[config.mk]
export PLATFORM = sky130hd
export DESIGN_NAME = tpc_check
export DESIGN_NICKNAME = d
export VERILOG_FILES = /design/src/rtl/core/tpc_pkg.sv /design/src/rtl/core/tpc_check.sv
export SDC_FILE = /design/constraint.sdc
export NUM_CORES = 1
export LEC_CHECK = 0
export ABC_AREA = 0
export BUFFER_PORTS_ARGS = -buffer_cell sky130_fd_sc_hd__buf_2
export CELL_PAD_IN_SITES_DETAIL_PLACEMENT = 1
export CELL_PAD_IN_SITES_GLOBAL_PLACEMENT = 1
export CORE_MARGIN = 2
export CORE_UTILIZATION = 40
export DETAILED_ROUTE_END_ITERATION = 10
export GPL_TIMING_DRIVEN = 0
export HOLD_SLACK_MARGIN = 0.12
export PLACE_DENSITY = 0.73
export SETUP_SLACK_MARGIN = 0.5
export SYNTH_ARGS = -nofsm -noshare
export SYNTH_HDL_FRONTEND = slang
export SYNTH_SLANG_ARGS = --single-unit
[constraint.sdc]
create_clock -name aclk -period 4.2 [get_ports aclk]
set_input_delay 0.84 -clock aclk [delete_from_list [all_inputs] [get_ports aclk]]
set_output_delay 0.84 -clock aclk [all_outputs]
set_load 0.01 [all_outputs]
[src/rtl/core/tpc_pkg.sv]
// shared constants and types for the triangle perimeter check pipeline
package tpc_pkg;

    // coordinate and fixed-point format
    localparam int COORD_BITS = 16;
    localparam int FRAC_BITS  = 8;

    // squared distance: two squares of a COORD_BITS magnitude, padded to an even width
    localparam int SQ_BITS    = 2 * COORD_BITS;
    localparam int D2_BITS    = 2 * COORD_BITS + 2;

    // root: one digit per bit pair of the scaled radicand
    localparam int ROOT_BITS  = COORD_BITS + FRAC_BITS + 1;
    localparam int RAD_BITS   = 2 * ROOT_BITS;
    localparam int REM_BITS   = ROOT_BITS + 3;

    // sum of two sides
    localparam int PAIR_BITS  = ROOT_BITS + 1;

    // result field widths
    localparam int SIDE_W     = 25;
    localparam int PERIM_W    = 27;

    // stage control: advance enable and the word valid bit
    typedef struct packed {
        logic en;
        logic vld;
    } tpc_ctl_t;

endpackage

[src/rtl/core/tpc_check.sv]
// triangle inequality, perimeter and the output register
module tpc_check (
    input  logic                            aclk,
    input  logic                            aresetn,
    input  tpc_pkg::tpc_ctl_t               ctl,
    input  logic [tpc_pkg::ROOT_BITS-1:0]   ab,
    input  logic [tpc_pkg::ROOT_BITS-1:0]   ac,
    input  logic [tpc_pkg::ROOT_BITS-1:0]   bc,
    output logic                            out_valid,
    output logic                            is_triangle,
    output logic [tpc_pkg::SIDE_W-1:0]      side_ab,
    output logic [tpc_pkg::SIDE_W-1:0]      side_ac,
    output logic [tpc_pkg::SIDE_W-1:0]      side_bc,
    output logic [tpc_pkg::PERIM_W-1:0]     perimeter
);
    import tpc_pkg::*;

    logic [ROOT_BITS-1:0] ab_reg, ac_reg, bc_reg;
    logic [PAIR_BITS-1:0] s_abac_reg, s_abbc_reg, s_acbc_reg;
    logic                 vld1_reg;

    logic                 ok;
    logic [PERIM_W-1:0]   perim_next;

    logic                 m_valid_reg;
    logic                 tri_reg;
    logic [SIDE_W-1:0]    side_ab_reg, side_ac_reg, side_bc_reg;
    logic [PERIM_W-1:0]   perim_reg;

    // stage 1: pairwise sums
    always_ff @(posedge aclk) begin
        if (ctl.en) begin
            ab_reg     <= ab;
            ac_reg     <= ac;
            bc_reg     <= bc;
            s_abac_reg <= PAIR_BITS'(ab) + PAIR_BITS'(ac);
            s_abbc_reg <= PAIR_BITS'(ab) + PAIR_BITS'(bc);
            s_acbc_reg <= PAIR_BITS'(ac) + PAIR_BITS'(bc);
        end
    end

    // strict inequalities and perimeter
    always_comb begin
        ok = (s_abac_reg > PAIR_BITS'(bc_reg)) &&
             (s_abbc_reg > PAIR_BITS'(ac_reg)) &&
             (s_acbc_reg > PAIR_BITS'(ab_reg));
        perim_next = ok ? (PERIM_W'(s_abac_reg) + PERIM_W'(bc_reg)) : '0;
    end

    // stage 2: output word
    always_ff @(posedge aclk) begin
        if (ctl.en) begin
            tri_reg     <= ok;
            side_ab_reg <= SIDE_W'(ab_reg);
            side_ac_reg <= SIDE_W'(ac_reg);
            side_bc_reg <= SIDE_W'(bc_reg);
            perim_reg   <= perim_next;
        end
    end

    // valid bits for both stages
    always_ff @(posedge aclk) begin
        if (!aresetn) begin
            vld1_reg    <= 1'b0;
            m_valid_reg <= 1'b0;
        end else if (ctl.en) begin
            vld1_reg    <= ctl.vld;
            m_valid_reg <= vld1_reg;
        end
    end

    assign out_valid   = m_valid_reg;
    assign is_triangle = tri_reg;
    assign side_ab     = side_ab_reg;
    assign side_ac     = side_ac_reg;
    assign side_bc     = side_bc_reg;
    assign perimeter   = perim_reg;

endmodule

; ---- After elaboration in Yosys (flattened, before gate mapping)
; Index checks and enable logic that the tools add are counted.
[totals]
register_bits = 258
in_bits = 79
output_inout_bits = 104
[op_classes]
addsub = 4
magnitude_cmp = 3
reduce_logical = 2
[ops]
columns = operator, count
row1 = adder 25 x 25 -> 26 bit, 3
row2 = > comparator 26 x 25 -> 1 bit, 3
row3 = adder 26 x 25 -> 27 bit, 1
row4 = logical AND 1 bit, 2

; ---- Logic depth before layout (Yosys ltp)
[logic_depth]
depth_word = 3
mapped_depth = 13

; ---- Least setup slack after synthesis
; No wires, ideal clock.
[synth_path]
path_kind = input -> register
startpoint = input ac[0] (netlist name)
endpoint = register s_acbc_reg[24] (data pin)
setup_time_ns = 0.264
t_arrival_ns = 2.869
required_ns = 3.936
path_slack_ns = 1.066
path_stages = 11
cell_sequence = ha_1 > fa_1 > a21o_1 > a21oi_1 > o21ai_1 > nand3_1 > nand3b_1 > o31ai_1 > nor3_1 > a2111oi_2 > xnor2_1
[synth_via]
elab_chain_cells = 1
[synth_lines]
columns = item, line
row1 = from (decl), tpc_check.sv:7  ; input logic [tpc_pkg::ROOT_BITS-1:0] ac,
row2 = adder 25 x 25 -> 26 bit, tpc_check.sv:38  ; s_acbc_reg <= PAIR_BITS'(ac) + PAIR_BITS'(bc);
row3 = to (signal assigned), tpc_check.sv:38
row4 = to (decl), tpc_check.sv:19  ; logic [PAIR_BITS-1:0] s_abac_reg, s_abbc_reg, s_acbc_reg;
; No other way between the ends.
; A chain may end at the register's enable or synchronous reset.

; ---- Final worst setup path
[layout_path]
startpoint = register ac_reg[23]
endpoint = register perim_reg[15], in the netlist perimeter[15] (data pin)
[layout_via]
elab_chain_cells = 3
[layout_lines]
columns = item, line
row1 = from (decl), tpc_check.sv:18  ; logic [ROOT_BITS-1:0] ab_reg, ac_reg, bc_reg;
row2 = from (signal assigned), tpc_check.sv:34  ; ac_reg <= ac;
row3 = > comparator 26 x 25 -> 1 bit, tpc_check.sv:45  ; (s_abbc_reg > PAIR_BITS'(ac_reg)) &&
row4 = logical AND 1 bit, tpc_check.sv:44  ; ok = (s_abac_reg > PAIR_BITS'(bc_reg)) &&
row5 = logical AND 1 bit, tpc_check.sv:45
row6 = to (signal assigned), tpc_check.sv:57  ; perim_reg <= perim_next;
row7 = to (decl), tpc_check.sv:28  ; logic [PERIM_W-1:0] perim_reg;
; No other way between the ends.

==> run summary <==
Status - complete, no violations
Die outline area - 0.03812 mm²
Final worst setup slack - 0.8353 ns
Vias per inst - 5.277
Top-area cell type share of the netlist area - 52.55%
LEAKAGE - 7.274 nW
Critical path data required time - 4.61 ns
Setup Fix Bufs, Post-CTS - 0
Number of flip-flops in the largest register - 27
Worst path max stage delay - 1.01 ns
Share of post-route cells with drive strength above 1 - 17.91%
# nets final - 1,699
Die X - 195.2 µm
Clk_lat worst skew - 0.57 ns
Clock transition at path regs - 0.06 ns
EDFF count, synth - 256
Hold-fix buffers, CTS - 0
Cells along the critical path - inv_1 > ha_1 > nand4b_1 > nor4_1 > a211oi_1 > nor3_2 > nand2_2 > buf_2 > nor2_1
Clk buf depth - 3
Critical path endpoint category - flip-flop
Initial antenna violation count - 1
DRT iter0 DRCs - 504
Peak supply drop - 0.3070 mV
Total routed wirelength - 38.70 mm
Setup Skew - 0.02722 ns
RSZ-0062 raised after global routing - no
Hold Path Origin - ab_reg[7]
Largest family of logic cells by synthesized area - adder cells
Hold Path Sink - side_ab[7]
CP Max Fanout - 10
R2r setup slk - 0.84 ns
Gr ovfl total - 0
CTS sink count - 258
Root cell of the clock tree - clkbuf_16
Vias in the first global route - 10,997
Mapped Cells - 1,226
TritonCTS Buffers - 29
Pins Over Slew Limit - 0
Post-CTS Resized - 0
Setup violations, final - 0
Crit path kind - reg2reg
Drt first pass iters - 5
Routability Congestion - 0.8661
Final Cycle Share - 80.11%
CP startpoint - ac_reg[23]
Netlist Area Pre-Place - 0.01463 mm²
Detailed-route DRC error count - 0
Critical Path Start Type - flip-flop
Core Area - 0.03635 mm²
Synth top area cells - edfxtp_1, ha_1, xnor2_1
Die Height - 195.2 µm
Fin. Hold Viols - 0
Leading area contributor after synthesis - edfxtp_1
FMAX - 297.2 MHz
Area share of and/or/nand/nor cells after synthesis - 8.544%
Sequential fraction of the synthesis area - 52.82%
Final ANT Viol Nets - 0
Dpl ws - 0.4568 ns
Mux share of post-synthesis cell area - 0.1368%
Crit-path slowest cell - nor4_1
Synth warn - 0
Post-synthesis adder-cell area fraction - 15.51%
Dpl hpwl - 30.92 mm
Max-slew headroom - 25.48%
Initial cell density of the core - 40.25%
Hold Path Stages - 0
First-pass GRT wire length - 61.27 mm
Max Cap Viol - 0
Hold Path Class - reg2reg
Largest net degree at the start of global routing - 126
Mean routed wirelength per cell - 20.03 µm
Synth cell types - 70
Max H-tree Level - 1
Worst-margin pin slew - 1.108 ns
Final setup TNS - 0 ns
Hold WS - 0.4507 ns
XOR/XNOR share of the synthesized area - 5.388%
Top_reg_cell synth - edfxtp_1
R2r worst-path depth - 9
#FFs+latches synth - 258
CTS tree - yes
Core Rows - 70
Asr flop ratio synth - 0%
Syn_nets - 1,484
Worst EP arrival - 3.77 ns
Ports - 183
IO buf count - 182
Syn_area_per_cell - 11.93 µm²
Synth-to-layout area growth - 17.02%
R2R Path End - perimeter[15]
Gr usage total - 20.56%
Pwr/cell area - 449.3 mW/mm²
DR vias - 10,196
Worst reg2reg path startpoint - ac_reg[23]
Minimum clock period - 3.365 ns
Synth Area in Compound Gates - 14.33%
==> worst max-delay path by stage <==
stage	endpoint	slack [ns]
6_report	perimeter[15]	0.84
5_1_grt	perimeter[17]	0.59
4_1_cts	perimeter[26]	0.76
3_5_place_dp	s_acbc_reg[24]	0.46
3_3_place_gp	out_valid	-1.29
2_1_floorplan	s_acbc_reg[24]	1.07
==> metrics by stage <==
step	power (mW)	area, µm²	util (%)	std cells
after floorplan	4.618	14630	-	1226
after global placement	5.204	16130	44.36	1876
after detailed placement	5.269	16190	44.54	1878
after CTS	7.779	17120	47.09	1931
after global routing	8.118	17120	47.10	1932
final	7.691	17120	47.10	1932
==> cells in the final DEF, fill, tap and decap left out, types with 24 or more instances in the layout <==
master and instances:
xnor2_1 66, buf_2 184, a21oi_1 106, nand2_1 46
clkbuf_16 29, edfxtp_1 256, inv_1 101, a21o_1 41
nor2_1 94, ha_1 175, o21ai_0 30, xor2_1 24
==> worst max-delay path, delay by kind of cell, from the launching register on <==
kind                       cells  cell delay (ns)
DFF                            1             0.36
AOI/OAI and AO/OA              1             0.36
and+or+nand+nor                5             1.91
adders and majority gates      1             0.29
buffers and inverters          2             0.30
==> cells in the mapped netlist, drive strengths merged (5+ instances only) <==
library cell  count
edfxtp          256
ha              175
inv             110
a21oi           108
nor2             94
xnor2            66
nand2            47
o21ai            46
a21o             41
nor3             24
xor2             24
nand3            22
a211oi           18
nand4            15
nor2b            15
o211ai           15
o21bai           15
nand2b           12
o31ai            11
a2111oi           9
and3              9
a31oi             8
clkbuf            8
nor4              8
o21a              8
and2              7
buf               5
==> routing by layer <==
metal | up-vias | global-route usage (%) | share of wire [%]
li1 | 5001 | - | -
met1 | 4923 | 28.16 | 46
met2 | 212 | 34.11 | 47
met3 | 60 | 2.383 | 4.1
met4 | 0 | 6.757 | 2.9
met5 | - | 0 | 0
==> final cells by class <==
| cell class | instances | area (µm²) |
|---|---|---|
| Fill cell | 3882 | 19230 |
| Sequential cell | 258 | 7727 |
| Multi-Input combinational cell | 844 | 6425 |
| Timing Repair Buffer | 184 | 975.9 |
| Clock buffer | 35 | 748.2 |
| Tap cell | 468 | 585.6 |
| Inverter | 111 | 416.7 |
| Clock inverter | 18 | 177.7 |
| Buffer | 13 | 60.06 |
| Antenna cell | 1 | 2.502 |
==> kinds of logic (layout without fill, tap and decap cells) <==
group                      count (synthesis)  count (layout)
and+or+nand+nor                          263             263
other                                      0               1
DFF                                      258             258
AOI/OAI and AO/OA                        310             310
xor gates and xnor gates                  90              90
muxes                                      2               2
buffers and inverters                    124             361
adders and majority gates                179             179
==> report_power, final <==
part	total [mW]	switching [mW]	internal (mW)
logic	1.86	1.11	0.753
registers	3.35	0.132	3.21
clock network	2.48	1.03	1.45
total	7.69	2.27	5.42
Power figures use the tool's default switching activity.
