--- config.mk ---
export PLATFORM = sky130hd
export DESIGN_NAME = tpc_dist
export DESIGN_NICKNAME = d
export VERILOG_FILES = /design/src/rtl/core/tpc_pkg.sv /design/src/rtl/core/tpc_dist.sv
export SDC_FILE = /design/constraint.sdc
export NUM_CORES = 2
export LEC_CHECK = 0
export BUFFER_PORTS_ARGS = -buffer_cell sky130_fd_sc_hd__clkbuf_2
export CAP_MARGIN = 10
export CORE_MARGIN = 3
export CORE_UTILIZATION = 47
export CTS_BUF_LIST = sky130_fd_sc_hd__clkbuf_4
export CTS_CLUSTER_DIAMETER = 150
export DETAILED_ROUTE_END_ITERATION = 8
export PLACE_DENSITY = 0.72
export SLEW_MARGIN = 0
export SYNTH_ARGS = -nofsm -noshare
export SYNTH_HDL_FRONTEND = slang
export SYNTH_SLANG_ARGS = --single-unit
--- constraint.sdc ---
create_clock -name aclk -period 12.97 [get_ports aclk]
set_clock_uncertainty 0.15 [all_clocks]
set_input_delay 3.891 -clock aclk [delete_from_list [all_inputs] [get_ports aclk]]
set_output_delay 3.891 -clock aclk [all_outputs]
set_load 0.01 [all_outputs]
--- src/rtl/core/tpc_pkg.sv ---
// shared constants and types for the triangle perimeter check pipeline
package tpc_pkg;

    // coordinate and fixed-point format
    localparam int COORD_BITS = 16;
    localparam int FRAC_BITS  = 8;

    // squared distance: two squares of a COORD_BITS magnitude, padded to an even width
    localparam int SQ_BITS    = 2 * COORD_BITS;
    localparam int D2_BITS    = 2 * COORD_BITS + 2;

    // root: one digit per bit pair of the scaled radicand
    localparam int ROOT_BITS  = COORD_BITS + FRAC_BITS + 1;
    localparam int RAD_BITS   = 2 * ROOT_BITS;
    localparam int REM_BITS   = ROOT_BITS + 3;

    // sum of two sides
    localparam int PAIR_BITS  = ROOT_BITS + 1;

    // result field widths
    localparam int SIDE_W     = 25;
    localparam int PERIM_W    = 27;

    // stage control: advance enable and the word valid bit
    typedef struct packed {
        logic en;
        logic vld;
    } tpc_ctl_t;

endpackage

--- src/rtl/core/tpc_dist.sv ---
// squared side lengths: abs differences, squares and sums over three register stages
module tpc_dist (
    input  logic                                   aclk,
    input  logic                                   aresetn,
    input  tpc_pkg::tpc_ctl_t                      ctl,
    input  logic signed [tpc_pkg::COORD_BITS-1:0]  ax,
    input  logic signed [tpc_pkg::COORD_BITS-1:0]  ay,
    input  logic signed [tpc_pkg::COORD_BITS-1:0]  bx,
    input  logic signed [tpc_pkg::COORD_BITS-1:0]  by,
    input  logic signed [tpc_pkg::COORD_BITS-1:0]  cx,
    input  logic signed [tpc_pkg::COORD_BITS-1:0]  cy,
    output logic [tpc_pkg::D2_BITS-1:0]            d2_ab,
    output logic [tpc_pkg::D2_BITS-1:0]            d2_ac,
    output logic [tpc_pkg::D2_BITS-1:0]            d2_bc,
    output logic                                   vld
);
    import tpc_pkg::*;

    // magnitude of p - q, which always fits COORD_BITS unsigned
    function automatic logic [COORD_BITS-1:0] abs_diff(
        input logic [COORD_BITS-1:0] p,
        input logic [COORD_BITS-1:0] q
    );
        logic [COORD_BITS:0] d;
        logic [COORD_BITS:0] nd;
        d  = {p[COORD_BITS-1], p} - {q[COORD_BITS-1], q};
        nd = ~d + 1'b1;
        return d[COORD_BITS] ? nd[COORD_BITS-1:0] : d[COORD_BITS-1:0];
    endfunction

    logic [COORD_BITS-1:0] dif_reg [6];
    logic [SQ_BITS-1:0]    sq_reg  [6];
    logic [D2_BITS-1:0]    d2_reg  [3];
    logic [2:0]            vld_reg;

    // stage 1: coordinate differences, x then y per side
    always_ff @(posedge aclk) begin
        if (ctl.en) begin
            dif_reg[0] <= abs_diff(ax, bx);
            dif_reg[1] <= abs_diff(ay, by);
            dif_reg[2] <= abs_diff(ax, cx);
            dif_reg[3] <= abs_diff(ay, cy);
            dif_reg[4] <= abs_diff(bx, cx);
            dif_reg[5] <= abs_diff(by, cy);
        end
    end

    // stage 2: squares
    always_ff @(posedge aclk) begin
        if (ctl.en) begin
            for (int k = 0; k < 6; k++) begin
                sq_reg[k] <= dif_reg[k] * dif_reg[k];
            end
        end
    end

    // stage 3: squared distances
    always_ff @(posedge aclk) begin
        if (ctl.en) begin
            for (int k = 0; k < 3; k++) begin
                d2_reg[k] <= D2_BITS'(sq_reg[2*k]) + D2_BITS'(sq_reg[2*k+1]);
            end
        end
    end

    // valid bits follow the words
    always_ff @(posedge aclk) begin
        if (!aresetn) begin
            vld_reg <= '0;
        end else if (ctl.en) begin
            vld_reg <= {vld_reg[1:0], ctl.vld};
        end
    end

    assign d2_ab = d2_reg[0];
    assign d2_ac = d2_reg[1];
    assign d2_bc = d2_reg[2];
    assign vld   = vld_reg[2];

endmodule

## Word level (Yosys, flattened, before mapping)

Memories as Yosys holds them, arrays and structs flattened.
Cells that the tools add are included.

| operators by class | value |
|---|---|
| add/sub/neg operators | 15 |
| multiply operators | 6 |
| div/mod/pow operators | 0 |
| magnitude comparators | 0 |
| equality and inequality tests | 0 |
| shift operators | 0 |
| multiplexer cells | 8 |
| bitwise operators | 6 |
| reduce and logical (&&, ||, !) cells | 0 |

Operator list:

| operator | count |
|---|---|
| 16-bit by 16-bit multiplier with 32-bit output | 6 |
| 16-bit by 16-bit subtractor with 17-bit output | 6 |
| 32-bit by 32-bit adder with 33-bit output | 3 |
| 16-bit by 1-bit adder with 16-bit output, second input constant | 6 |
| 16-bit 2-to-1 mux | 6 |
| 16-bit inverter | 6 |
| 1-bit 2-to-1 mux | 2 |

| word-level totals | value |
|---|---|
| register bits | 3 |
| bits in latches | 0 |
| memory bits (writable) | 387 |
| memory bits (read-only) | 0 |
| output and inout port bits | 103 |
| memories | 3 |

Memories:

| memory | words | width | read ports | clocked after Yosys merged registers in | wr ports | RTL line | RTL |
|---|---|---|---|---|---|---|---|
| sq_reg | 6 | 32 | 6 | 0 | 6 | tpc_dist.sv:32 | `logic [SQ_BITS-1:0] sq_reg [6];` |
| d2_reg | 3 | 33 | 3 | 0 | 3 | tpc_dist.sv:33 | `logic [D2_BITS-1:0] d2_reg [3];` |
| dif_reg | 6 | 16 | 6 | 0 | 6 | tpc_dist.sv:31 | `logic [COORD_BITS-1:0] dif_reg [6];` |

## Depth between registers and ports, before layout

| depth | value |
|---|---|
| depth after elaboration | 4 |
| gate-level depth with buffers | 26 |
| depth with buffers taken out | 25 |

## Worst setup path before layout

OpenSTA, ideal clock, no wires.

| timing path | value |
|---|---|
| path type | input to register |
| from | input port bx[0] (netlist name) |
| to | memory dif_reg[4][15] (data pin) |
| arrival | 6.778 ns |
| data required time | 12.562 ns |
| slack | 5.784 ns |
| stages on the path | 14 |
| buffers on the path | 0 |
| cells stage by stage | inv_1 -> ha_1 -> inv_1 -> fa_1 -> a21o_1 -> a311oi_2 -> o21bai_1 -> xor2_1 -> or4_1 -> or4b_4 -> nor3_4 -> a31o_1 -> a21oi_2 -> xnor2_1 |

RTL lines:

| item | RTL line | RTL |
|---|---|---|
| start: declaration | tpc_dist.sv:8 | `input logic signed [tpc_pkg::COORD_BITS-1:0] bx,` |
| end: declaration | tpc_dist.sv:31 |  |

==> results.sh <==
export IMPL_worstMarginPinSlew_ns=1.30
export IMPL_cts_made_buffers=110
export IMPL_syn_area_per_cell_sq_um=9.57
export IMPL_setup_viol=0
export IMPL_clock_root_buffer="clkbuf_4"
export IMPL_routabilityCongestion=0.898
export IMPL_yosysSeqAreaShare=0.178
export IMPL_io_pins=203
export IMPL_synthFlopType="edfxtp_1"
export IMPL_maxSlewViolCount=0
export IMPL_drive_gt1_frac=0.0660
export IMPL_path_max_fanout=15
export IMPL_final_nets=8831
export IMPL_final_area_sq_um=69200
export IMPL_setup_ws_ns=5.42
export IMPL_cts_hold_buffers=0
export IMPL_placed_area_sq_um=67500
export IMPL_slowest_stage="edfxtp_1"
export IMPL_largest_register_ffs=186
export IMPL_yosysMostFrequentCell="inv_1"
export IMPL_worstPathCellList="inv_1, nor2_1, fa_1, inv_1, fa_1, inv_1, fa_1, fa_1, fa_1, inv_1, fa_1, inv_1, ha_1, a21o_1, a31o_1, a221oi_1, o21ai_1, a211oi_1, o21ai_1, a221o_1, a221o_1, a21oi_1, xnor2_1"
export IMPL_routed_wirelength_um=155000
export IMPL_first_pass_iters=5
export IMPL_status="completed"
export IMPL_crit_required_ns=13.54
export IMPL_synth_top_cells_by_count="inv_1 (1630), fa_1 (978), ha_1 (801)"
export IMPL_cap_violations=0
export IMPL_grt_pass1_vias=49352
export IMPL_ys_async_sr_fraction=0
export IMPL_max_stage_delay_ns=0.72
export IMPL_dpl_hpwl_um=127000
export IMPL_viasPerCell=5.30
export IMPL_period_share=0.582
export IMPL_synth_area_sq_um=64700
export IMPL_core_sq_um=136000
export IMPL_synth_cell_type_count=86
export IMPL_rsz0062_at_grt="no"
export IMPL_yosysWarnings=0
export IMPL_grt_max_degree=148
export IMPL_hold_viol=0
export IMPL_max_clock_freq_ghz=0.132
export IMPL_grt_pass1_wl_um=254000
export IMPL_cts_repair_resized=0
export IMPL_synth_ff_latch_count=384
export IMPL_cts_buffer_depth=3
export IMPL_cts_sinks=384
export IMPL_h_tree_depth=3
export IMPL_die_area_sq_um=142000
export IMPL_synth_enable_flop_cells=381
export IMPL_crit_type="flip-flop to flip-flop"
export IMPL_fin_crit_ns=7.55
export IMPL_via_count=46838
export IMPL_drc_errors=0
export IMPL_relSlewSlack=0.121
export IMPL_grt_overflow_total=0
export IMPL_die_y_um=377
export IMPL_cts_setup_buffers=0
export IMPL_place_ws_ns=5.25
export IMPL_synth_top_area_cell="fa_1"
export IMPL_yosys_top_cells_area="fa_1 (30%), edfxtp_1 (18%), ha_1 (15%)"
export IMPL_grt_use_total=0.224
export IMPL_cp_start_kind="flip-flop"
export IMPL_cp_arrival_ns=8.12
export IMPL_crit_top_cell="fa_1"
export IMPL_cts_tree="done"
export IMPL_netlist_instances=6760
export IMPL_numPortBuffers=199
export IMPL_clk_latency_ns=1.10
export IMPL_endpoint_kind="flip-flop"
export IMPL_syn_to_final_growth_pct=7.01
export IMPL_reg2regPathDepth=23
export IMPL_ant_nets=0
export IMPL_wl_per_cell_um=17.5
export IMPL_path_clk_slew_ns=0.07
export IMPL_initial_utilization=0.476
export IMPL_worstHoldPathType="flip-flop to flip-flop"
export IMPL_fp_row_count=135
export IMPL_tns_ns=0
export IMPL_hold_depth=2
export IMPL_synth_top_area_frac=0.303
export IMPL_initialDrtViolationCount=3149
export IMPL_dieWidth_um=377
export IMPL_antenna_found_initial=14
layout make-up:
cell class / count / area, sq um
Sequential cell: 384 / 11500
Antenna cell: 9 / 22.5
Timing Repair Buffer: 216 / 1160
Clock buffer: 149 / 1120
Inverter: 1630 / 6120
Tap cell: 1781 / 2230
Fill cell: 12233 / 66800
Clock inverter: 56 / 527
Multi-Input combinational cell: 4610 / 46500
worst paths after layout:
path                            slack [ns]                    start                 endpoint
worst min register to register        0.37  vld_reg[0]$_SDFFE_PN0P_  vld_reg[0]$_SDFFE_PN0P_
worst min-delay path                  0.37  vld_reg[0]$_SDFFE_PN0P_  vld_reg[0]$_SDFFE_PN0P_
worst max-delay path                  5.42  dif_reg[5][3]$_DFFE_PP_  sq_reg[5][31]$_DFFE_PP_
worst max register to register        5.42  dif_reg[5][3]$_DFFE_PP_  sq_reg[5][31]$_DFFE_PP_
critical path, delay by kind of cell (launching register included):
kind                     cells  cell delay (ns)
buffers and inverters        5             0.50
AO/OA/AOI/OAI                9             2.36
XOR/XNOR                     1             0.08
AND/OR/NAND/NOR              1             0.34
adder cells (fa/ha/maj)      7             3.10
flip-flops                   1             0.72
cell families (layout without fill, tap and decap cells):
group / after synthesis / count (layout) / synth area share
AO/OA/AOI/OAI: 851 / 851 / 0.0859
XOR/XNOR: 428 / 428 / 0.0581
adder cells (fa/ha/maj): 1779 / 1779 / 0.458
buffers and inverters: 1768 / 2051 / 0.103
flip-flops: 384 / 384 / 0.178
multiplexers: 15 / 15 / 0.00253
other: 1 / 12 / 0.0000580
AND/OR/NAND/NOR: 1534 / 1534 / 0.115
cells in the final DEF, fill, tap and decap left out, types with 17 or more instances in the layout:
cell type  instances
a211oi_1          33
a21o_1           127
a21oi_1          254
a31oi_1           33
and2_1           249
and3_1            46
clkbuf_2         198
clkbuf_4         149
clkinv_1          24
edfxtp_1         381
fa_1             978
ha_1             801
inv_1           1630
nand2_1          542
nand2b_1          63
nand3_1           62
nand4_1           18
nor2_1           307
nor2b_1           75
nor3_1            67
o21a_1            54
o21ai_0          126
o21ai_1           20
o21bai_1          43
o31ai_1           19
or2_2             27
or3_1             17
xnor2_1          301
xor2_1           126
through the flow:
| step | hold WS, ns | instances | util |
|---|---|---|---|
| global placement | 0.346 | 8621 | 0.497 |
| global route | 0.409 | 8832 | 0.509 |
| detailed placement | 0.367 | 8621 | 0.497 |
| floorplan | 0.304 | 6762 | - |
| CTS | 0.380 | 8826 | 0.509 |
| finish | 0.370 | 8835 | 0.509 |
layer usage:
metal	part of all wire	GRT usage	vias to the layer above	wire, um
li1	-	-	21839	-
met1	0.44	0.312	23293	68500
met5	0.00020	0	-	31
met3	0.070	0.0347	239	10800
met2	0.46	0.363	1463	71300
met4	0.028	0.0692	4	4270
Power is not shown: default switching activity piles up to over one toggle a cycle in this logic, so the estimate is an artifact.
