File: src/rtl/core/tpc_pkg.sv
// shared constants and types for the triangle perimeter check pipeline
package tpc_pkg;

    // coordinate and fixed-point format
    localparam int COORD_BITS = 16;
    localparam int FRAC_BITS  = 8;

    // squared distance: two squares of a COORD_BITS magnitude, padded to an even width
    localparam int SQ_BITS    = 2 * COORD_BITS;
    localparam int D2_BITS    = 2 * COORD_BITS + 2;

    // root: one digit per bit pair of the scaled radicand
    localparam int ROOT_BITS  = COORD_BITS + FRAC_BITS + 1;
    localparam int RAD_BITS   = 2 * ROOT_BITS;
    localparam int REM_BITS   = ROOT_BITS + 3;

    // sum of two sides
    localparam int PAIR_BITS  = ROOT_BITS + 1;

    // result field widths
    localparam int SIDE_W     = 25;
    localparam int PERIM_W    = 27;

    // stage control: advance enable and the word valid bit
    typedef struct packed {
        logic en;
        logic vld;
    } tpc_ctl_t;

endpackage

File: src/rtl/core/tpc_root_step.sv
// one registered digit step of the restoring square root
module tpc_root_step (
    input  logic                            aclk,
    input  logic                            en,
    input  logic [tpc_pkg::REM_BITS-1:0]    rem_in,
    input  logic [tpc_pkg::ROOT_BITS-1:0]   root_in,
    input  logic [tpc_pkg::RAD_BITS-1:0]    rad_in,
    output logic [tpc_pkg::REM_BITS-1:0]    rem_out,
    output logic [tpc_pkg::ROOT_BITS-1:0]   root_out,
    output logic [tpc_pkg::RAD_BITS-1:0]    rad_out
);
    import tpc_pkg::*;

    logic [REM_BITS-1:0]  rem_sh;
    logic [REM_BITS-1:0]  trial;
    logic                 fits;
    logic [REM_BITS-1:0]  rem_next;
    logic [ROOT_BITS-1:0] root_next;
    logic [RAD_BITS-1:0]  rad_next;
    logic [REM_BITS-1:0]  rem_reg;
    logic [ROOT_BITS-1:0] root_reg;
    logic [RAD_BITS-1:0]  rad_reg;

    // bring down the next bit pair and try root*4+1
    always_comb begin
        rem_sh    = {rem_in[REM_BITS-3:0], rad_in[RAD_BITS-1:RAD_BITS-2]};
        trial     = REM_BITS'({root_in, 2'b01});
        fits      = (rem_sh >= trial);
        rem_next  = fits ? (rem_sh - trial) : rem_sh;
        root_next = {root_in[ROOT_BITS-2:0], fits};
        rad_next  = {rad_in[RAD_BITS-3:0], 2'b00};
    end

    always_ff @(posedge aclk) begin
        if (en) begin
            rem_reg  <= rem_next;
            root_reg <= root_next;
            rad_reg  <= rad_next;
        end
    end

    assign rem_out  = rem_reg;
    assign root_out = root_reg;
    assign rad_out  = rad_reg;

endmodule

File: src/rtl/core/tpc_root.sv
// pipelined floor square root, one digit step per register stage
module tpc_root (
    input  logic                            aclk,
    input  logic                            en,
    input  logic [tpc_pkg::RAD_BITS-1:0]    rad,
    output logic [tpc_pkg::ROOT_BITS-1:0]   root
);
    import tpc_pkg::*;

    logic [REM_BITS-1:0]  rem_w  [ROOT_BITS+1];
    logic [ROOT_BITS-1:0] root_w [ROOT_BITS+1];
    logic [RAD_BITS-1:0]  rad_w  [ROOT_BITS+1];

    assign rem_w[0]  = '0;
    assign root_w[0] = '0;
    assign rad_w[0]  = rad;

    // chain of digit stages, most significant digit first
    for (genvar i = 0; i < ROOT_BITS; i++) begin : g_step
        tpc_root_step u_step (
            .aclk     (aclk),
            .en       (en),
            .rem_in   (rem_w[i]),
            .root_in  (root_w[i]),
            .rad_in   (rad_w[i]),
            .rem_out  (rem_w[i+1]),
            .root_out (root_w[i+1]),
            .rad_out  (rad_w[i+1])
        );
    end

    assign root = root_w[ROOT_BITS];

endmodule

File: config.mk
export PLATFORM = sky130hd
export DESIGN_NAME = tpc_root
export DESIGN_NICKNAME = d
export VERILOG_FILES = /design/src/rtl/core/tpc_pkg.sv /design/src/rtl/core/tpc_root_step.sv /design/src/rtl/core/tpc_root.sv
export SDC_FILE = /design/constraint.sdc
export NUM_CORES = 2
export LEC_CHECK = 0
export BUFFER_PORTS_ARGS = -buffer_cell sky130_fd_sc_hd__buf_2
export CORE_MARGIN = 1
export CORE_UTILIZATION = 63
export CTS_CLUSTER_SIZE = 28
export DETAILED_ROUTE_END_ITERATION = 12
export PLACE_DENSITY_LB_ADDON = 0.1
export REMOVE_ABC_BUFFERS = 1
export SKIP_LAST_GASP = 1
export SYNTH_ARGS = -nofsm -noshare
export SYNTH_HDL_FRONTEND = slang
export SYNTH_SLANG_ARGS = --single-unit
export TNS_END_PERCENT = 30
File: constraint.sdc
create_clock -name aclk -period 3.5 [get_ports aclk]
set_input_delay 0.35 -clock aclk [delete_from_list [all_inputs] [get_ports aclk]]
set_output_delay 0.35 -clock aclk [all_outputs]
set_load 0.02 [all_outputs]
### After elaboration in Yosys (flattened, before gate mapping)

Cells that the tools add are included.

| word-level totals | value |
|---|---|
| register bits after elaboration | 1,526 |
| word-level logic and storage cells | 147 |
| output and inout port bits | 25 |

| operators by class | value |
|---|---|
| add/sub/neg operators | 24 |
| order comparisons | 25 |
| muxes and demuxes | 24 |

Operator list:

| operator | count |
|---|---|
| 26-bit 2-to-1 mux | 23 |
| 28-bit by 10-bit >= comparator with 1-bit output | 1 |
| 28-bit by 11-bit >= comparator with 1-bit output | 1 |
| 28-bit by 12-bit >= comparator with 1-bit output | 1 |
| 28-bit by 13-bit >= comparator with 1-bit output | 1 |
| 28-bit by 14-bit >= comparator with 1-bit output | 1 |
| 28-bit by 15-bit >= comparator with 1-bit output | 1 |
| 28-bit by 16-bit >= comparator with 1-bit output | 1 |
| 28-bit by 17-bit >= comparator with 1-bit output | 1 |
| 28-bit by 18-bit >= comparator with 1-bit output | 1 |
| 28-bit by 19-bit >= comparator with 1-bit output | 1 |
| 28-bit by 20-bit >= comparator with 1-bit output | 1 |
| 28-bit by 21-bit >= comparator with 1-bit output | 1 |
| 28-bit by 22-bit >= comparator with 1-bit output | 1 |
| 28-bit by 23-bit >= comparator with 1-bit output | 1 |
| 28-bit by 24-bit >= comparator with 1-bit output | 1 |
| 28-bit by 25-bit >= comparator with 1-bit output | 1 |
| 28-bit by 26-bit >= comparator with 1-bit output | 1 |
| 28-bit by 3-bit >= comparator with 1-bit output | 1 |
| 28-bit by 4-bit >= comparator with 1-bit output | 1 |
| 28-bit by 5-bit >= comparator with 1-bit output | 1 |
| 28-bit by 6-bit >= comparator with 1-bit output | 1 |
| 28-bit by 7-bit >= comparator with 1-bit output | 1 |
| 28-bit by 8-bit >= comparator with 1-bit output | 1 |
| other kinds (27) | 27 |

### Depth between registers and ports, before layout

| depth | value |
|---|---|
| depth in word-level cells | 2 |
| depth in mapped cells | 13 |

### Modules after synthesis

A second synthesis with hierarchy kept.

| unflattened totals | value |
|---|---|
| cells, all modules | 9,634 |
| area total of the unflattened synthesis | 125,949.5 um2 |

By module, submodules not included:

| module | cells each | times used | sequential area each (um2) | area each (um2) |
|---|---|---|---|---|
| tpc_root_step at g_step[1].u_step ... | 381 | 14 | 3,032.9 | 5,111.2 |
| tpc_root_step at g_step[0].u_step ... | 391 | 10 | 3,032.9 | 4,918.5 |
| tpc_root_step at g_step[19].u_step | 389 | 1 | 3,032.9 | 5,205.0 |
| tpc_root | 1 | 1 | 0.0 | 3.8 |

### Worst setup path before layout

OpenSTA, ideal clock, no wires.

| timing | value |
|---|---|
| path kind | register -> register |
| from | reg g_step[2].u_step.rem_reg[4] |
| to | reg g_step[3].u_step.rem_reg[23] (data pin) |
| slack | 0.304 ns |
| stages on the path, launching flop included | 10 |
| buffers on the path | 0 |
| data arrival time | 2.934 ns |
| clock period less this slack | 3.196 ns |
| setup time | 0.262 ns |
| cell sequence | edfxtp_1 -> or3_4 -> or3_4 -> or4_4 -> or3_4 -> o211a_1 -> nand2b_4 -> or3_4 -> nor3_2 -> xor2_1 |

| between the ends | value |
|---|---|
| cells in the longest elaborated chain, start to end | 2 |

RTL lines:

| item | RTL line | text |
|---|---|---|
| start: declaration | tpc_root_step.sv:20 | `logic [REM_BITS-1:0] rem_reg;` |
| start signal: assignment | tpc_root_step.sv:36 | `rem_reg <= rem_next;` |
| 26-bit by 5-bit subtractor with 26-bit output or 28-bit by 5-bit >= comparator with 1-bit output (tied branches) | tpc_root_step.sv:29, tpc_root_step.sv:28 |  |
| 26-bit 2-to-1 mux (*) | tpc_root_step.sv:29 | `rem_next = fits ? (rem_sh - trial) : rem_sh;` |
| via g_step[3].u_step.rem_next[23] | tpc_root_step.sv:17 | `logic [REM_BITS-1:0] rem_next;` |
| end signal: assignment | tpc_root_step.sv:36 |  |
| end: declaration | tpc_root_step.sv:20 |  |

The timed path passes the listed nets; every way through them passes the cells marked *.
A chain may end at the register's enable or synchronous reset.

### Final worst setup path

| timing | value |
|---|---|
| from | reg g_step[21].u_step.root_reg[0] |
| to | reg g_step[22].u_step.rem_reg[25] (data pin) |

| between the ends | value |
|---|---|
| cells in the longest elaborated chain, start to end | 2 |

RTL lines:

| item | RTL line | text |
|---|---|---|
| start: declaration | tpc_root_step.sv:21 | `logic [ROOT_BITS-1:0] root_reg;` |
| start signal: assignment | tpc_root_step.sv:37 | `root_reg <= root_next;` |
| 26-bit by 24-bit subtractor with 26-bit output or 28-bit by 24-bit >= comparator with 1-bit output (tied branches) | tpc_root_step.sv:29, tpc_root_step.sv:28 |  |
| 26-bit 2-to-1 mux (*) | tpc_root_step.sv:29 |  |
| via g_step[22].u_step.rem_next[25] | tpc_root_step.sv:17 |  |
| end signal: assignment | tpc_root_step.sv:36 |  |
| end: declaration | tpc_root_step.sv:20 |  |

Marked as above.

==> parameters.txt <==
Parameter                              Value

Global routing
  Vias in the first global route ... 40.6k
  Maximum number of pins on one net before global-route repair ... 92
  Gr usage total ... 23.8%
  Number of antenna violations at the first check in global routing ... 1
  Global-route wire length before repair ... ~210000 µm
  Sum of overflow across all layers after global routing ... 0

Synth
  Dominant cells by area after synthesis ... sky130_fd_sc_hd__edfxtp_1 (65%), sky130_fd_sc_hd__ha_1 (6.3%), sky130_fd_sc_hd__xnor2_1 (3.0%), sky130_fd_sc_hd__xor2_1 (3.0%), sky130_fd_sc_hd__a21oi_1 (2.3%)
  Area fraction in compound gates after synthesis ... 9.05%
  Simple-gate share of the synthesized area ... 9.79%
  Synthesized-area fraction occupied by xor and xnor cells ... 6.01%
  Average footprint of a synthesized cell ... 13.1 µm²
  Top cell type's share of synthesized area ... between 60% and 70%
  Post-synthesis instance area ... 69600 µm²
  Adder-Cell Fraction of Synth Area ... between 6 and 7%
  Warnings from Yosys ... 0
  Most used flip-flop cell after synthesis ... sky130_fd_sc_hd__edfxtp_1
  FFs w/ async S/R, synth ... 0%
  Cells after synthesis ... 5327
  Largest area contributor in the synthesized netlist ... sky130_fd_sc_hd__edfxtp_1
  Combinational family with the most area after synthesis ... simple AND/OR/NAND/NOR gates
  Number of synthesized flops with an enable pin ... between 1.5k and 2k
  Multiplexer share of the synthesized area ... less than 1%
  Yosys reg bits ... 1514
  Number of library cell types mapped by synthesis ... 76
  Sequential fraction of the synthesis area ... 65.3%

Critical path
  Start point of the critical path ... g_step[21].u_step.root_out[0]$_DFFE_PP_
  Crit path max-delay cell type ... sky130_fd_sc_hd__a2111oi_0
  Beginning of the worst register-to-register path ... g_step[21].u_step.root_out[0]$_DFFE_PP_
  Type of destination of the critical path ... flip-flop
  Slowest Stage Delay on Critical Path ... 0.57 ns
  Length in cells of the worst reg-to-reg path ... 11
  Arrival time reported for the critical path endpoint ... roughly 3.8 ns
  Worst Setup Path Type ... flip-flop to flip-flop
  Ordered cell list for the critical path ... inv_1, ha_1, or3_1, o2bb2ai_1, o211ai_1, a21o_1, a211o_1, a31oi_1, o21ai_0, a2111oi_0, xor2_1
  Reg2reg end ... g_step[22].u_step.rem_out[25]$_DFFE_PP_
  Setup slack of the most critical reg-to-reg path ... 0.15 ns
  Largest fanout on the critical path ... 4
  Nature of the critical path startpoint ... flip-flop
  CP required ... between 3 and 4 ns

Detailed routing
  Average wire per cell in the routed design ... 18.2 µm
  DR pass1 iterations ... 6
  Iteration-0 DRC Markers ... ~2.8k
  DRC Markers ... 0
  Via count of the routed design ... about 42k
  Via count normalized by instance count ... 5.71
  Total wirelength of the detailed-routed design ... 132000 µm
  Number of routed nets with antenna violations ... 0

Die
  Chip height ... 334 µm
  Standard cell core area ... between 100000 and 150000 µm²
  Die Wd ... 334 µm
  I/O pins ... 77
  Initial standard-cell utilization of the core ... 63.8%
  Count of standard-cell rows ... 121
  Die Outline Area ... 112000 µm²

Hold path
  Critical hold path startpoint ... en
  Cells on Worst Hold Path ... 1
  Hold Path Class ... primary input to flip-flop
  Hold Path Sink ... g_step[0].u_step.rad_out[24]$_DFFE_PP_

Clock tree
  Sink count of the clock tree ... 1514
  Clk buf depth ... 3
  Number of buffers added by the clock tree synthesis step ... around 150
  Max H-tree Level ... 4
  Skew-Pair Late Insertion Delay ... 0.76 ns
  CTS tree ... yes
  Clk root buf ... sky130_fd_sc_hd__clkbuf_16
  Clock input transition at the sequential cells of the worst setup and hold paths ... roughly 0.06 ns

Timing
  Setup repair after global routing missed its margin ... true
  Clock period minus worst slack ... 3.35 ns
  Final count of pins violating max slew ... 0
  Max-Slew Margin vs Limit ... between 40% and 50%
  Hold Fails Final Rpt ... 0
  Slew at the pin with the worst max-slew slack ... 0.846 ns
  Min Hold Slack ... 0.0597 ns
  Setup violations, final ... 0
  Portion of the clock cycle consumed by the worst path in the final layout ... 95.6%
  Fin Clk Skew ... between 0.015 and 0.02 ns
  Highest achievable clock rate ... 0.299 GHz

Placement
  HPWL reported at the end of detailed placement ... 95400 µm
  Placer Congestion ... 0.924
  Count of buffers from port buffering ... 76

Finish
  NumNets Final ... between 6k and 7k
  Total of fill cells in the finished design ... ~7.3k
  Final cell utilization of the core ... between 70% and 80%
  Antenna diode count ... 0
  Proportion of layout cells with a drive suffix above 1 ... under 10%
  Area overhead of the layout relative to synthesis ... 12.9%

Pwr
  Static Leakage ... 0.0303 µW
  Worst supply voltage drop on vdd ... 0.535 mV
  Power per unit of standard cell area ... ~630 nW/µm²

Job
  Max capacitance violation total ... 0

Status
  Result of the run ... finished clean
cell type report:
class                      count  area, µm²  area share [%]
inverter                     428       1610            2.04
clock inverter                94        941            1.20
clock buffer                 185       4030            5.13
tap                         1476       1850            2.35
multi-input combinational   3303      22300            28.4
timing repair buffer         274       2370            3.02
sequential                  1514      45500            57.8
cell families (layout without fill, tap and decap cells):
logic type / count (synthesis) / in the layout
XOR/XNOR: 478 / 478
buffers and inverters: 510 / 981
AND/OR/NAND/NOR: 1384 / 1384
other: 1 / 1
AO/OA/AOI/OAI: 1040 / 1040
flip-flops: 1514 / 1514
adder cells (fa/ha/maj): 352 / 352
multiplexers: 48 / 48
worst max-delay path by stage:
stage / slack, ns / depth (start not counted) / endpoint
final: 0.15 / 11 / g_step[22].u_step.rem_out[25]$_DFFE_PP_
after global placement: 0.13 / 9 / g_step[7].u_step.rem_out[1]$_DFFE_PP_
after CTS: 0.03 / 11 / g_step[15].u_step.rem_out[22]$_DFFE_PP_
after global routing: -0.07 / 11 / g_step[22].u_step.rem_out[25]$_DFFE_PP_
after floorplan: -1.75 / 10 / g_step[22].u_step.rem_out[24]$_DFFE_PP_
after detailed placement: 0.05 / 11 / g_step[15].u_step.rem_out[22]$_DFFE_PP_
through the flow:
| step | worst slack [ns] | setup TNS (ns) | total power, µW | std cells | area (µm²) |
|---|---|---|---|---|---|
| after detailed placement | 0.0548 | 0 | 33500 | 6942 | 73100 |
| final | 0.155 | 0 | 49300 | 7274 | 78600 |
| after floorplan | -1.75 | -108.79 | 30400 | 5245 | 69300 |
| after global placement | 0.128 | 0 | 33400 | 6942 | 73100 |
| after global routing | -0.0746 | -0.272 | 51600 | 7274 | 78600 |
| after CTS | 0.0347 | 0 | 49700 | 7272 | 78600 |
layout by cell type (no fill, tap or decap), types with 62 or more instances in the layout:
cell,netlist,layout
sky130_fd_sc_hd__edfxtp_1,1514,1514
sky130_fd_sc_hd__inv_1,427,427
sky130_fd_sc_hd__nand2_1,387,387
sky130_fd_sc_hd__ha_1,352,352
sky130_fd_sc_hd__a21oi_1,326,323
sky130_fd_sc_hd__o21ai_0,315,314
sky130_fd_sc_hd__nor2_1,305,305
sky130_fd_sc_hd__xnor2_1,241,241
sky130_fd_sc_hd__xor2_1,237,237
sky130_fd_sc_hd__clkbuf_16,0,157
sky130_fd_sc_hd__nor3_1,132,130
sky130_fd_sc_hd__buf_4,0,118
sky130_fd_sc_hd__a21o_1,106,106
sky130_fd_sc_hd__nand3_1,101,101
sky130_fd_sc_hd__nand2b_1,75,75
sky130_fd_sc_hd__buf_2,3,75
sky130_fd_sc_hd__nor4_1,71,69
sky130_fd_sc_hd__o21a_1,62,62
flip-flops by register name (all words and copies together), names as in the netlist:
signal,count
g_step.u_step.rad_out,600
g_step.u_step.rem_out,589
g_step.u_step.root_out,325
repair_timing:
action	CTS	global route
setup buffers	0	2
endpoints found under the hold margin	51	0
resized for setup	0	8
hold buffers	51	0
setup endpoints to repair	0	40
power by group:
group          total, µW  leakage (µW)  switching, µW  internal (µW)
Combinational       9090        0.0134           5170           3920
Clock              16000       0.00241           6750           9300
Sequential         24200        0.0145           1410          22800
cell usage after synthesis, types with 46 or more instances:
library cell	instances
sky130_fd_sc_hd__edfxtp_1	1514
sky130_fd_sc_hd__inv_1	427
sky130_fd_sc_hd__nand2_1	387
sky130_fd_sc_hd__ha_1	352
sky130_fd_sc_hd__a21oi_1	326
sky130_fd_sc_hd__o21ai_0	315
sky130_fd_sc_hd__nor2_1	305
sky130_fd_sc_hd__xnor2_1	241
sky130_fd_sc_hd__xor2_1	237
sky130_fd_sc_hd__nor3_1	132
sky130_fd_sc_hd__a21o_1	106
sky130_fd_sc_hd__nand3_1	101
sky130_fd_sc_hd__nand2b_1	75
sky130_fd_sc_hd__clkbuf_1	73
sky130_fd_sc_hd__nor4_1	71
sky130_fd_sc_hd__o21a_1	62
sky130_fd_sc_hd__nor2b_1	58
sky130_fd_sc_hd__or3_1	47
sky130_fd_sc_hd__nand4_1	46
routing by layer:
layer,up-vias,routed length (µm),global-route usage [%]
met5,-,13,0
met4,2,3640,8.09
met3,249,5340,3.37
met2,912,67500,42.1
met1,20000,55700,30.0
li1,20400,-,-
worst max-delay path: cells and delay by family (launching register included):
kind	cells	cell delay (ns)
AO/OA/AOI/OAI	7	1.92
flip-flops	1	0.39
AND/OR/NAND/NOR	1	0.35
adder cells (fa/ha/maj)	1	0.23
XOR/XNOR	1	0.12
buffers and inverters	1	0.08
Power figures use the tool's default switching activity.
